`src/hw/rtl/bgcd_pkg.sv`:
```
// Shared types, constants and codes for the bounded greedy change dispenser.
`default_nettype none
package bgcd_pkg;

  localparam int NUM_SLOTS = 4;
  localparam int SLOT_MAX  = 4;
  localparam int SLOT_W    = 2;
  localparam int AMT_W     = 16;
  localparam int TALLY_W   = 32;
  localparam int CFG_IDX_W = 3;

  // register indexes: denomination values first, then piece limits
  localparam logic [CFG_IDX_W-1:0] CFG_DENOM_BASE = 3'd0;
  localparam logic [CFG_IDX_W-1:0] CFG_LIMIT_BASE = 3'd4;

  typedef logic [AMT_W-1:0]   amt_t;
  typedef logic [SLOT_W-1:0]  slot_t;
  typedef logic [TALLY_W-1:0] tally_t;
  typedef amt_t [SLOT_MAX-1:0] slot_vec_t;

  localparam slot_vec_t DENOM_RST = {16'd50, 16'd10, 16'd5, 16'd1};
  localparam slot_vec_t LIMIT_RST = {16'hFFFF, 16'hFFFF, 16'hFFFF, 16'hFFFF};

  typedef struct packed {
    logic start;
    amt_t dividend;
    amt_t divisor;
  } div_req_t;

  typedef struct packed {
    logic busy;
    logic done;
  } div_stat_t;

endpackage
`default_nettype wire

```
`src/hw/rtl/bgcd_div.sv`:
```
// Restoring divider, one quotient bit per cycle.
`default_nettype none
module bgcd_div (
  input  wire logic              clk,
  input  wire logic              rst,
  input  wire bgcd_pkg::div_req_t req,
  output bgcd_pkg::div_stat_t    stat,
  output bgcd_pkg::amt_t         quotient
);
  import bgcd_pkg::*;

  localparam int CNT_W = $clog2(AMT_W);

  logic             busy;
  logic             done;
  logic [CNT_W-1:0] cnt;
  amt_t             rem;
  amt_t             quo;
  amt_t             dsr;
  logic [AMT_W:0]   shifted;
  logic [AMT_W:0]   trial;
  logic             q_bit;

  assign shifted = {rem, quo[AMT_W-1]};
  assign trial   = shifted - {1'b0, dsr};
  assign q_bit   = !trial[AMT_W];

  always_ff @(posedge clk) begin
    if (rst) begin
      busy <= 1'b0;
      done <= 1'b0;
      cnt  <= '0;
    end else begin
      done <= 1'b0;
      if (req.start && !busy) begin
        busy <= 1'b1;
        cnt  <= '0;
        rem  <= '0;
        quo  <= req.dividend;
        dsr  <= req.divisor;
      end else if (busy) begin
        rem <= q_bit ? trial[AMT_W-1:0] : shifted[AMT_W-1:0];
        quo <= {quo[AMT_W-2:0], q_bit};
        cnt <= cnt + 1'b1;
        if (cnt == CNT_W'(AMT_W - 1)) begin
          busy <= 1'b0;
          done <= 1'b1;
        end
      end
    end
  end

  assign stat.busy = busy;
  assign stat.done = done;
  assign quotient  = quo;

endmodule
`default_nettype wire

```
`src/hw/rtl/bgcd_cfg.sv`:
```
// Denomination and piece limit registers with per-slot selection.
`default_nettype none
module bgcd_cfg (
  input  wire logic                               clk,
  input  wire logic                               rst,
  input  wire logic                               cfg_we,
  input  wire logic [bgcd_pkg::CFG_IDX_W-1:0]     cfg_index,
  input  wire bgcd_pkg::amt_t                     cfg_data,
  input  wire bgcd_pkg::slot_t                    slot,
  output bgcd_pkg::amt_t                          sel_value,
  output bgcd_pkg::amt_t                          sel_limit
);
  import bgcd_pkg::*;

  slot_vec_t denom;
  slot_vec_t limit;

  always_ff @(posedge clk) begin
    if (rst) begin
      denom <= DENOM_RST;
      limit <= LIMIT_RST;
    end else if (cfg_we) begin
      if (cfg_index < CFG_LIMIT_BASE) begin
        denom[SLOT_W'(cfg_index - CFG_DENOM_BASE)] <= cfg_data;
      end else begin
        limit[SLOT_W'(cfg_index - CFG_LIMIT_BASE)] <= cfg_data;
      end
    end
  end

  assign sel_value = denom[slot];
  assign sel_limit = limit[slot];

endmodule
`default_nettype wire

```
`src/hw/rtl/bounded_greedy_change_dispenser.sv`:
```
// Top level: slot sequencer around the shared divider, tallies and result register.
//
//   channel | signals                               | direction
//   in      | in_valid, in_ready, pay_amount        | request in
//   out     | out_valid, out_ready, slot_index,     | result out
//           | pieces_given, slot_tally,             |
//           | still_unpaid, last_slot               |
//   cfg     | cfg_we, cfg_index, cfg_data           | register write
//
// Each slot steps through load, 16 divider steps, limit clamp, multiply, subtract
// and result hand-off, and an output stall holds it in hand-off. The four slots
// run in turn from acceptance until in_ready returns, so a new request is taken
// only after the last slot's result has been handed off.
// A slot of value 0 skips the divider: load, multiply, subtract, result hand-off.
// Reset clears the tallies and the sequencer; registers return to defaults.
// in_ready is high only between requests; out_ready stalls hold the sequencer.
`default_nettype none
module bounded_greedy_change_dispenser (
  input  wire logic                           clk,
  input  wire logic                           rst,
  input  wire logic                           in_valid,
  output logic                                in_ready,
  input  wire bgcd_pkg::amt_t                 pay_amount,
  output logic                                out_valid,
  input  wire logic                           out_ready,
  output bgcd_pkg::slot_t                     slot_index,
  output bgcd_pkg::amt_t                      pieces_given,
  output bgcd_pkg::tally_t                    slot_tally,
  output bgcd_pkg::amt_t                      still_unpaid,
  output logic                                last_slot,
  input  wire logic                           cfg_we,
  input  wire logic [bgcd_pkg::CFG_IDX_W-1:0] cfg_index,
  input  wire bgcd_pkg::amt_t                 cfg_data
);
  import bgcd_pkg::*;

  localparam logic [2:0] ST_IDLE = 3'd0;
  localparam logic [2:0] ST_LOAD = 3'd1;
  localparam logic [2:0] ST_DIV  = 3'd2;
  localparam logic [2:0] ST_MUL  = 3'd3;
  localparam logic [2:0] ST_SUB  = 3'd4;
  localparam logic [2:0] ST_OUT  = 3'd5;

  logic [2:0]          state;
  slot_t               slot;
  amt_t                amount;
  amt_t                amount_next;
  amt_t                pieces;
  logic [2*AMT_W-1:0]  prod;
  tally_t              tally [SLOT_MAX];
  logic [TALLY_W:0]    tally_sum;
  tally_t              tally_next;

  amt_t      sel_value;
  amt_t      sel_limit;
  div_req_t  div_req;
  div_stat_t div_st;
  amt_t      quo;

  bgcd_cfg u_cfg (
    .clk       (clk),
    .rst       (rst),
    .cfg_we    (cfg_we),
    .cfg_index (cfg_index),
    .cfg_data  (cfg_data),
    .slot      (slot),
    .sel_value (sel_value),
    .sel_limit (sel_limit)
  );

  assign div_req.start    = (state == ST_LOAD) && (sel_value != '0);
  assign div_req.dividend = amount;
  assign div_req.divisor  = sel_value;

  bgcd_div u_div (
    .clk      (clk),
    .rst      (rst),
    .req      (div_req),
    .stat     (div_st),
    .quotient (quo)
  );

  // pieces * value never exceeds the amount, so the low half is exact
  assign amount_next = amount - prod[AMT_W-1:0];
  assign tally_sum   = {1'b0, tally[slot]} + {{(TALLY_W-AMT_W+1){1'b0}}, pieces};
  assign tally_next  = tally_sum[TALLY_W] ? '1 : tally_sum[TALLY_W-1:0];

  assign in_ready = (state == ST_IDLE);

  always_ff @(posedge clk) begin
    if (rst) begin
      state     <= ST_IDLE;
      out_valid <= 1'b0;
      slot      <= '0;
      for (int i = 0; i < SLOT_MAX; i++) begin
        tally[i] <= '0;
      end
    end else begin
      case (state)
        ST_IDLE: begin
          if (in_valid) begin
            amount <= pay_amount;
            slot   <= SLOT_W'(NUM_SLOTS - 1);
            state  <= ST_LOAD;
          end
        end
        ST_LOAD: begin
          if (sel_value == '0) begin
            pieces <= '0;
            state  <= ST_MUL;
          end else begin
            state <= ST_DIV;
          end
        end
        ST_DIV: begin
          if (div_st.done) begin
            pieces <= (quo > sel_limit) ? sel_limit : quo;
            state  <= ST_MUL;
          end
        end
        ST_MUL: begin
          prod  <= pieces * sel_value;
          state <= ST_SUB;
        end
        ST_SUB: begin
          amount       <= amount_next;
          tally[slot]  <= tally_next;
          slot_index   <= slot;
          pieces_given <= pieces;
          slot_tally   <= tally_next;
          still_unpaid <= amount_next;
          last_slot    <= (slot == '0);
          out_valid    <= 1'b1;
          state        <= ST_OUT;
        end
        ST_OUT: begin
          if (out_ready) begin
            out_valid <= 1'b0;
            if (slot == '0) begin
              state <= ST_IDLE;
            end else begin
              slot  <= slot - 1'b1;
              state <= ST_LOAD;
            end
          end
        end
        default: state <= ST_IDLE;
      endcase
    end
  end

  a_out_only_in_out: assert property (@(posedge clk) disable iff (rst)
    out_valid |-> (state == ST_OUT))
    else $error("result shown outside hand-off state");

  a_no_overlap: assert property (@(posedge clk) disable iff (rst)
    out_valid |-> !in_ready)
    else $error("request taken while a result is pending");

  a_last_ends_run: assert property (@(posedge clk) disable iff (rst)
    (out_valid && out_ready && last_slot) |=> in_ready)
    else $error("sequencer did not return to idle after final slot");

  a_div_done_in_div: assert property (@(posedge clk) disable iff (rst)
    div_st.done |-> (state == ST_DIV))
    else $error("divider finished outside divide state");

  a_last_flag: assert property (@(posedge clk) disable iff (rst)
    out_valid |-> (last_slot == (slot_index == '0)))
    else $error("last flag does not match slot");

endmodule
`default_nettype wire
```
`config.mk`:
```
export PLATFORM = sky130hd
export DESIGN_NAME = bounded_greedy_change_dispenser
export DESIGN_NICKNAME = d
export VERILOG_FILES = /design/src/hw/rtl/bgcd_pkg.sv /design/src/hw/rtl/bgcd_div.sv /design/src/hw/rtl/bgcd_cfg.sv /design/src/hw/rtl/bounded_greedy_change_dispenser.sv
export SDC_FILE = /design/constraint.sdc
export NUM_CORES = 1
export LEC_CHECK = 0
export BUFFER_PORTS_ARGS = -buffer_cell sky130_fd_sc_hd__buf_2
export CAP_MARGIN = 0
export CORE_ASPECT_RATIO = 0.5
export CORE_MARGIN = 1.5
export CORE_UTILIZATION = 50
export DETAILED_ROUTE_END_ITERATION = 7
export GPL_ROUTABILITY_DRIVEN = 0
export PLACE_DENSITY = 0.66
export SLEW_MARGIN = 10
export SYNTH_ARGS = -nofsm -noshare
export SYNTH_HDL_FRONTEND = slang
export SYNTH_HIERARCHICAL = 1
export SYNTH_SLANG_ARGS = --single-unit
```
`constraint.sdc`:
```
create_clock -name clk -period 5.8 [get_ports clk]
set_input_delay 1.45 -clock clk [delete_from_list [all_inputs] [get_ports clk]]
set_output_delay 1.45 -clock clk [all_outputs]
set_load 0.1 [all_outputs]
```
# Word level (Yosys, flattened, before mapping)
# Memories as Yosys holds them, arrays and structs flattened. A register that Yosys moved wholly into a read port is not among the register bits.
# Cells that the tools add are included.
totals:
  register_bits: 303
  ram_bits: 128
  in_bits: 40
  output_inout_bits: 69
  elab_cells: 130
  memories: 1
memory_table:
  columns: ["name", "depth", "width", "read_ports", "rd_clocked_by_memory_dff", "write_ports", "line", "source"]
  rows:
  - ["tally", 4, 32, 1, 1, 4, "bounded_greedy_change_dispenser.sv:50", "tally_t tally [SLOT_MAX];"]
classes:
  add_sub_neg: 6
  multipliers: 1
  order_cmp: 7
  n_eq_ne: 11
  mux: 47
  n_bitwise: 3
  n_reduce_logical: 29
ops:
  columns: ["cell", "count"]
  rows:
  - ["16-bit 2-to-1 mux", 12]
  - ["64-bit bitwise mux", 2]
  - ["16-bit binary-select mux with 2-bit select", 2]
  - ["16-bit demux with 2-bit select", 2]
  - ["32-bit 2-to-1 mux", 2]
  - ["16-bit case mux with 2 select lines", 2]
  - ["32-bit by 16-bit adder with 33-bit output", 1]
  - ["32-bit OR reduction", 1]
  - ["3-bit case mux with 6 select lines", 1]
  - ["17-bit by 16-bit subtractor with 17-bit output", 1]
  - ["16-bit > comparator", 1]
  - ["16-bit zero test", 1]
  - ["16-bit by 16-bit multiplier with 16-bit output", 1]
  - ["16-bit nonzero test", 1]
  - ["16-bit subtractor", 1]
  - ["2-bit AND reduction", 7]
  - ["1-bit 2-to-1 mux", 13]
  - ["2-bit 2-to-1 mux", 6]
  - ["2-bit nonzero test", 5]
  - ["2-bit by 3-bit < comparator with 1-bit output, second input constant", 3]
  - ["3-bit 2-to-1 mux", 3]
  - ["4-bit AND reduction", 2]
  - ["3-bit by 2-bit == test with 1-bit output, second input constant", 2]
  - ["3-bit == test, second input constant", 2]
  - ["other kinds (18)", 30]

# Longest topological paths before layout
logic_depth:
  word_depth: 7
  depth_mapped: 24
  depth_no_buf: 20

# Hierarchy
# The synthesis kept the hierarchy.
by_module_without_submodules:
  columns: ["mod", "instances", "cells_per_inst", "area_each_um2", "seq_area_each_um2"]
  rows:
  - ["bounded_greedy_change_dispenser", 1, 1444, 16271.9, 7457.2]
  - ["bgcd_cfg", 1, 503, 5683.0, 2562.5]
  - ["bgcd_div", 1, 293, 3052.9, 1561.5]

# Worst setup path after synthesis
# OpenSTA, ideal clock, no wires.
synth_path:
  kind: "register to register"
  start: "register slot[1]"
  end: "register prod[15], data pin"
  setup_time_ns: 0.259
  t_arrival_ns: 6.025
  setup_slack_ns: -0.484
  stages_incl_launch_ff: 21
  n_path_buf: 3
  period_less_slack_ns: 6.284
  cell_sequence: "dfxtp_1 clkbuf_1 buf_2 mux4_2 clkbuf_1 and2_1 fa_1 inv_1 fa_1 inv_1 fa_1 fa_1 fa_1 inv_1 fa_1 inv_1 ha_1 or3_1 o21ai_0 a21oi_1 xnor2_1"
synth_lines:
  columns: ["element", "line", "source"]
  rows:
  - ["start: declaration", "bounded_greedy_change_dispenser.sv:45", "slot_t slot;"]
  - ["start signal: assignment", "bounded_greedy_change_dispenser.sv:103", "slot <= SLOT_W'(NUM_SLOTS - 1);"]
  - ["start signal: assignment", "bounded_greedy_change_dispenser.sv:142", "slot <= slot - 1'b1;"]
  - ["end signal: assignment", "bounded_greedy_change_dispenser.sv:122", "prod <= pieces * sel_value;"]
  - ["end: declaration", "bounded_greedy_change_dispenser.sv:49", "logic [2*AMT_W-1:0] prod;"]

==> results.json <==
{
  "fin_util": 0.570,
  "netlist_area_mm2": 0.0250,
  "power_leakage_nw": 11.7,
  "worst_hold_slack_ns": 0.473,
  "syn_nets": 2476,
  "rr_worst_depth": 18,
  "final_max_slew_viol_count": 0,
  "p_per_area_mw_per_mm2": 411,
  "hold_end": "u_cfg/denom[20]",
  "avgViaCountPerCell": 5.53,
  "drive_gt1_frac": 0.161,
  "skew_ns": 0.0230,
  "place_ws_ns": -0.0937,
  "num_vias": 16800,
  "grt_start_max_net_pins": 85,
  "setup_slack_ns": 0.0899,
  "cap_violations": 0,
  "io_pins": 109,
  "clk_path_buf_depth": 3,
  "crit_path_start_kind": "register",
  "rsz0062_at_grt": "yes",
  "fin_nets": 2594,
  "ys_warn_count": 6,
  "setup_viol": 0,
  "drc": 0,
  "hold_violations": 0,
  "worst_slew_pin_slew_ns": 1.16,
  "cts_root_buf": "clkbuf_16",
  "clkPwrFrac": 0.234,
  "area_growth_pct": 11.6,
  "seqPwrFrac": 0.351,
  "hp-start": "u_cfg/denom[20]",
  "ff2ff_setup_slack_ns": 0.09,
  "grt_usage": 0.238,
  "rows": 57,
  "end_kind": "register",
  "ctsHoldBuffers": 0,
  "antenna_found_initial": 1,
  "avgSynthCellArea_um2": 11.2,
  "combPwrFrac": 0.415,
  "cp_max_fo": 7,
  "numCtsBuffers": 41,
  "n_antenna_cell": 0,
  "ir_drop_mv": 0.217,
  "die_w_um": 319,
  "grt_pass1_vias": 16800,
  "hold_class": "register to register",
  "path_clk_slew_ns": 0.06,
  "status": "finished, final reports clean",
  "numPortBuffers": 108,
  "dr.first_iter.drc_count": 1398,
  "insertion_delay_ns": 0.58,
  "routed_wl_mm": 61.1,
  "syn-instance-count": 2239,
  "switchingPower_w": 0.00425,
  "crit_required_ns": 6.10,
  "grt-ovfl-total": 0,
  "cts_max_level": 2,
  "timing.rr.end": "prod[15]",
  "intPower_w": 0.00722,
  "r2r_start": "slot[1]",
  "arrival_ns": 6.01,
  "core_area_mm2": 0.0489,
  "grt_pass1_wl_mm": 95.2,
  "path_class": "register to register",
  "dieArea_mm2": 0.0514,
  "tritoncts": "done",
  "hpwl_mm": 42.8,
  "firstDrtPassIters": 6,
  "fin_crit_ns": 5.71,
  "post-route-period-util": 0.984,
  "postRouteAntennaNets": 0,
  "final_cells": 3039,
  "hold_depth": 2,
  "slew_headroom": 0.222,
  "dp_cells": 2946,
  "swShare": 0.370,
  "cts.sinks": 433,
  "initial_core_util": 0.511,
  "routedWlPerCell_um": 20.1,
  "die_y_um": 161,
  "fmax_mhz": 175
}
[area by class of cell]
type | instances | area (um^2)
inverters | 208 | 782
fillers | 4115 | 21000
flip-flops and latches | 433 | 11600
well taps | 649 | 812
multi-input cells | 1485 | 12200
clock inverters | 19 | 140
repair buffers | 188 | 1170
clock buffers | 57 | 1170
[stage by stage]
| step | instance area [um^2] | power, W | TNS (ns) |
|---|---|---|---|
| 3_3_place_gp | 26400 | 0.00859 | -0.0381 |
| 2_1_floorplan | 25100 | 0.00760 | 0 |
| 6_report | 27900 | 0.0115 | 0 |
| 3_5_place_dp | 26400 | 0.00867 | -0.0937 |
| 5_1_grt | 27900 | 0.0122 | -0.0765 |
| 4_1_cts | 27700 | 0.0114 | 0 |
[registers in the layout, indices dropped and copies added (netlist names), 2 cells and up, named ones only]
name            count
u_div/quotient     16
amount             16
slot_index          2
slot                2
tally             128
u_div/dsr          16
slot_tally         32
still_unpaid       16
u_div/rem          16
state               3
u_cfg/limit        64
u_div/cnt           4
u_cfg/denom        64
prod               16
pieces_given       16
pieces             16
[cell usage in the layout (no fill, tap or decap), drive strengths merged, types with 7 or more instances in the layout]
cell type  instances
inv              209
nor3b              7
nand4             10
and2              66
mux2              14
a21o              17
o31ai             10
mux2i            162
xor2              20
a21oi             72
or2                8
nor2             266
o211ai             9
xnor2             59
clkbuf            57
buf              188
clkinv            16
nor2b             16
a31oi              7
fa                83
ha               114
nand2            200
nand3             17
nor3              30
a211oi             9
nor4               8
dfxtp            142
nand2b            90
o21a              20
o21ai             29
edfxtp           291
or3                9
mux4              63
[worst max-delay path, stage by stage (launching register included)]
cell	delay, ns
dfxtp_4	0.43
buf_4	0.14
mux4_2	0.56
and2_4	0.17
fa_1	0.47
inv_1	0.05
fa_1	0.53
inv_1	0.05
fa_2	0.53
fa_1	0.44
fa_1	0.50
inv_1	0.06
fa_1	0.55
inv_1	0.07
ha_4	0.25
or3_1	0.38
o21ai_2	0.08
a21oi_2	0.05
xnor2_1	0.13
[routing by layer]
| layer | track usage | routed length [um] | vias to the layer above |
|---|---|---|---|
| met1 | 0.338 | 28000 | 8276 |
| met2 | 0.384 | 28200 | 474 |
| met3 | 0.0376 | 3590 | 89 |
| met4 | 0.0591 | 1320 | 0 |
| met5 | 0 | 0 | - |
| li1 | - | - | 7970 |
[how the worst max path moves through the flow]
stage,to,startpoint,cells past startpoint
6_report,prod[15],slot[1],18
5_1_grt,prod[13],slot[1],21
4_1_cts,prod[15],slot[1],18
3_5_place_dp,prod[15],slot[1],18
3_3_place_gp,prod[15],slot[1],18
2_1_floorplan,prod[15],slot[1],20
[power groups by stage]
stage                     registers [W]  logic (W)  clock network (W)
after floorplan                 0.00408    0.00352                  0
after global placement          0.00408    0.00451                  0
after detailed placement        0.00409    0.00458                  0
after CTS                       0.00402    0.00463            0.00273
after global routing            0.00405    0.00528            0.00286
final                           0.00402    0.00476            0.00269
[timing repair]
action / 4_1_cts / 5_1_grt
endpoints found under the setup margin: 2 / 4
setup buffers: 8 / 9
pin swaps: 0 / 21
gates resized for setup: 1 / 26
hold endpoints to repair: 0 / 0
Power figures use the tool's default switching activity.
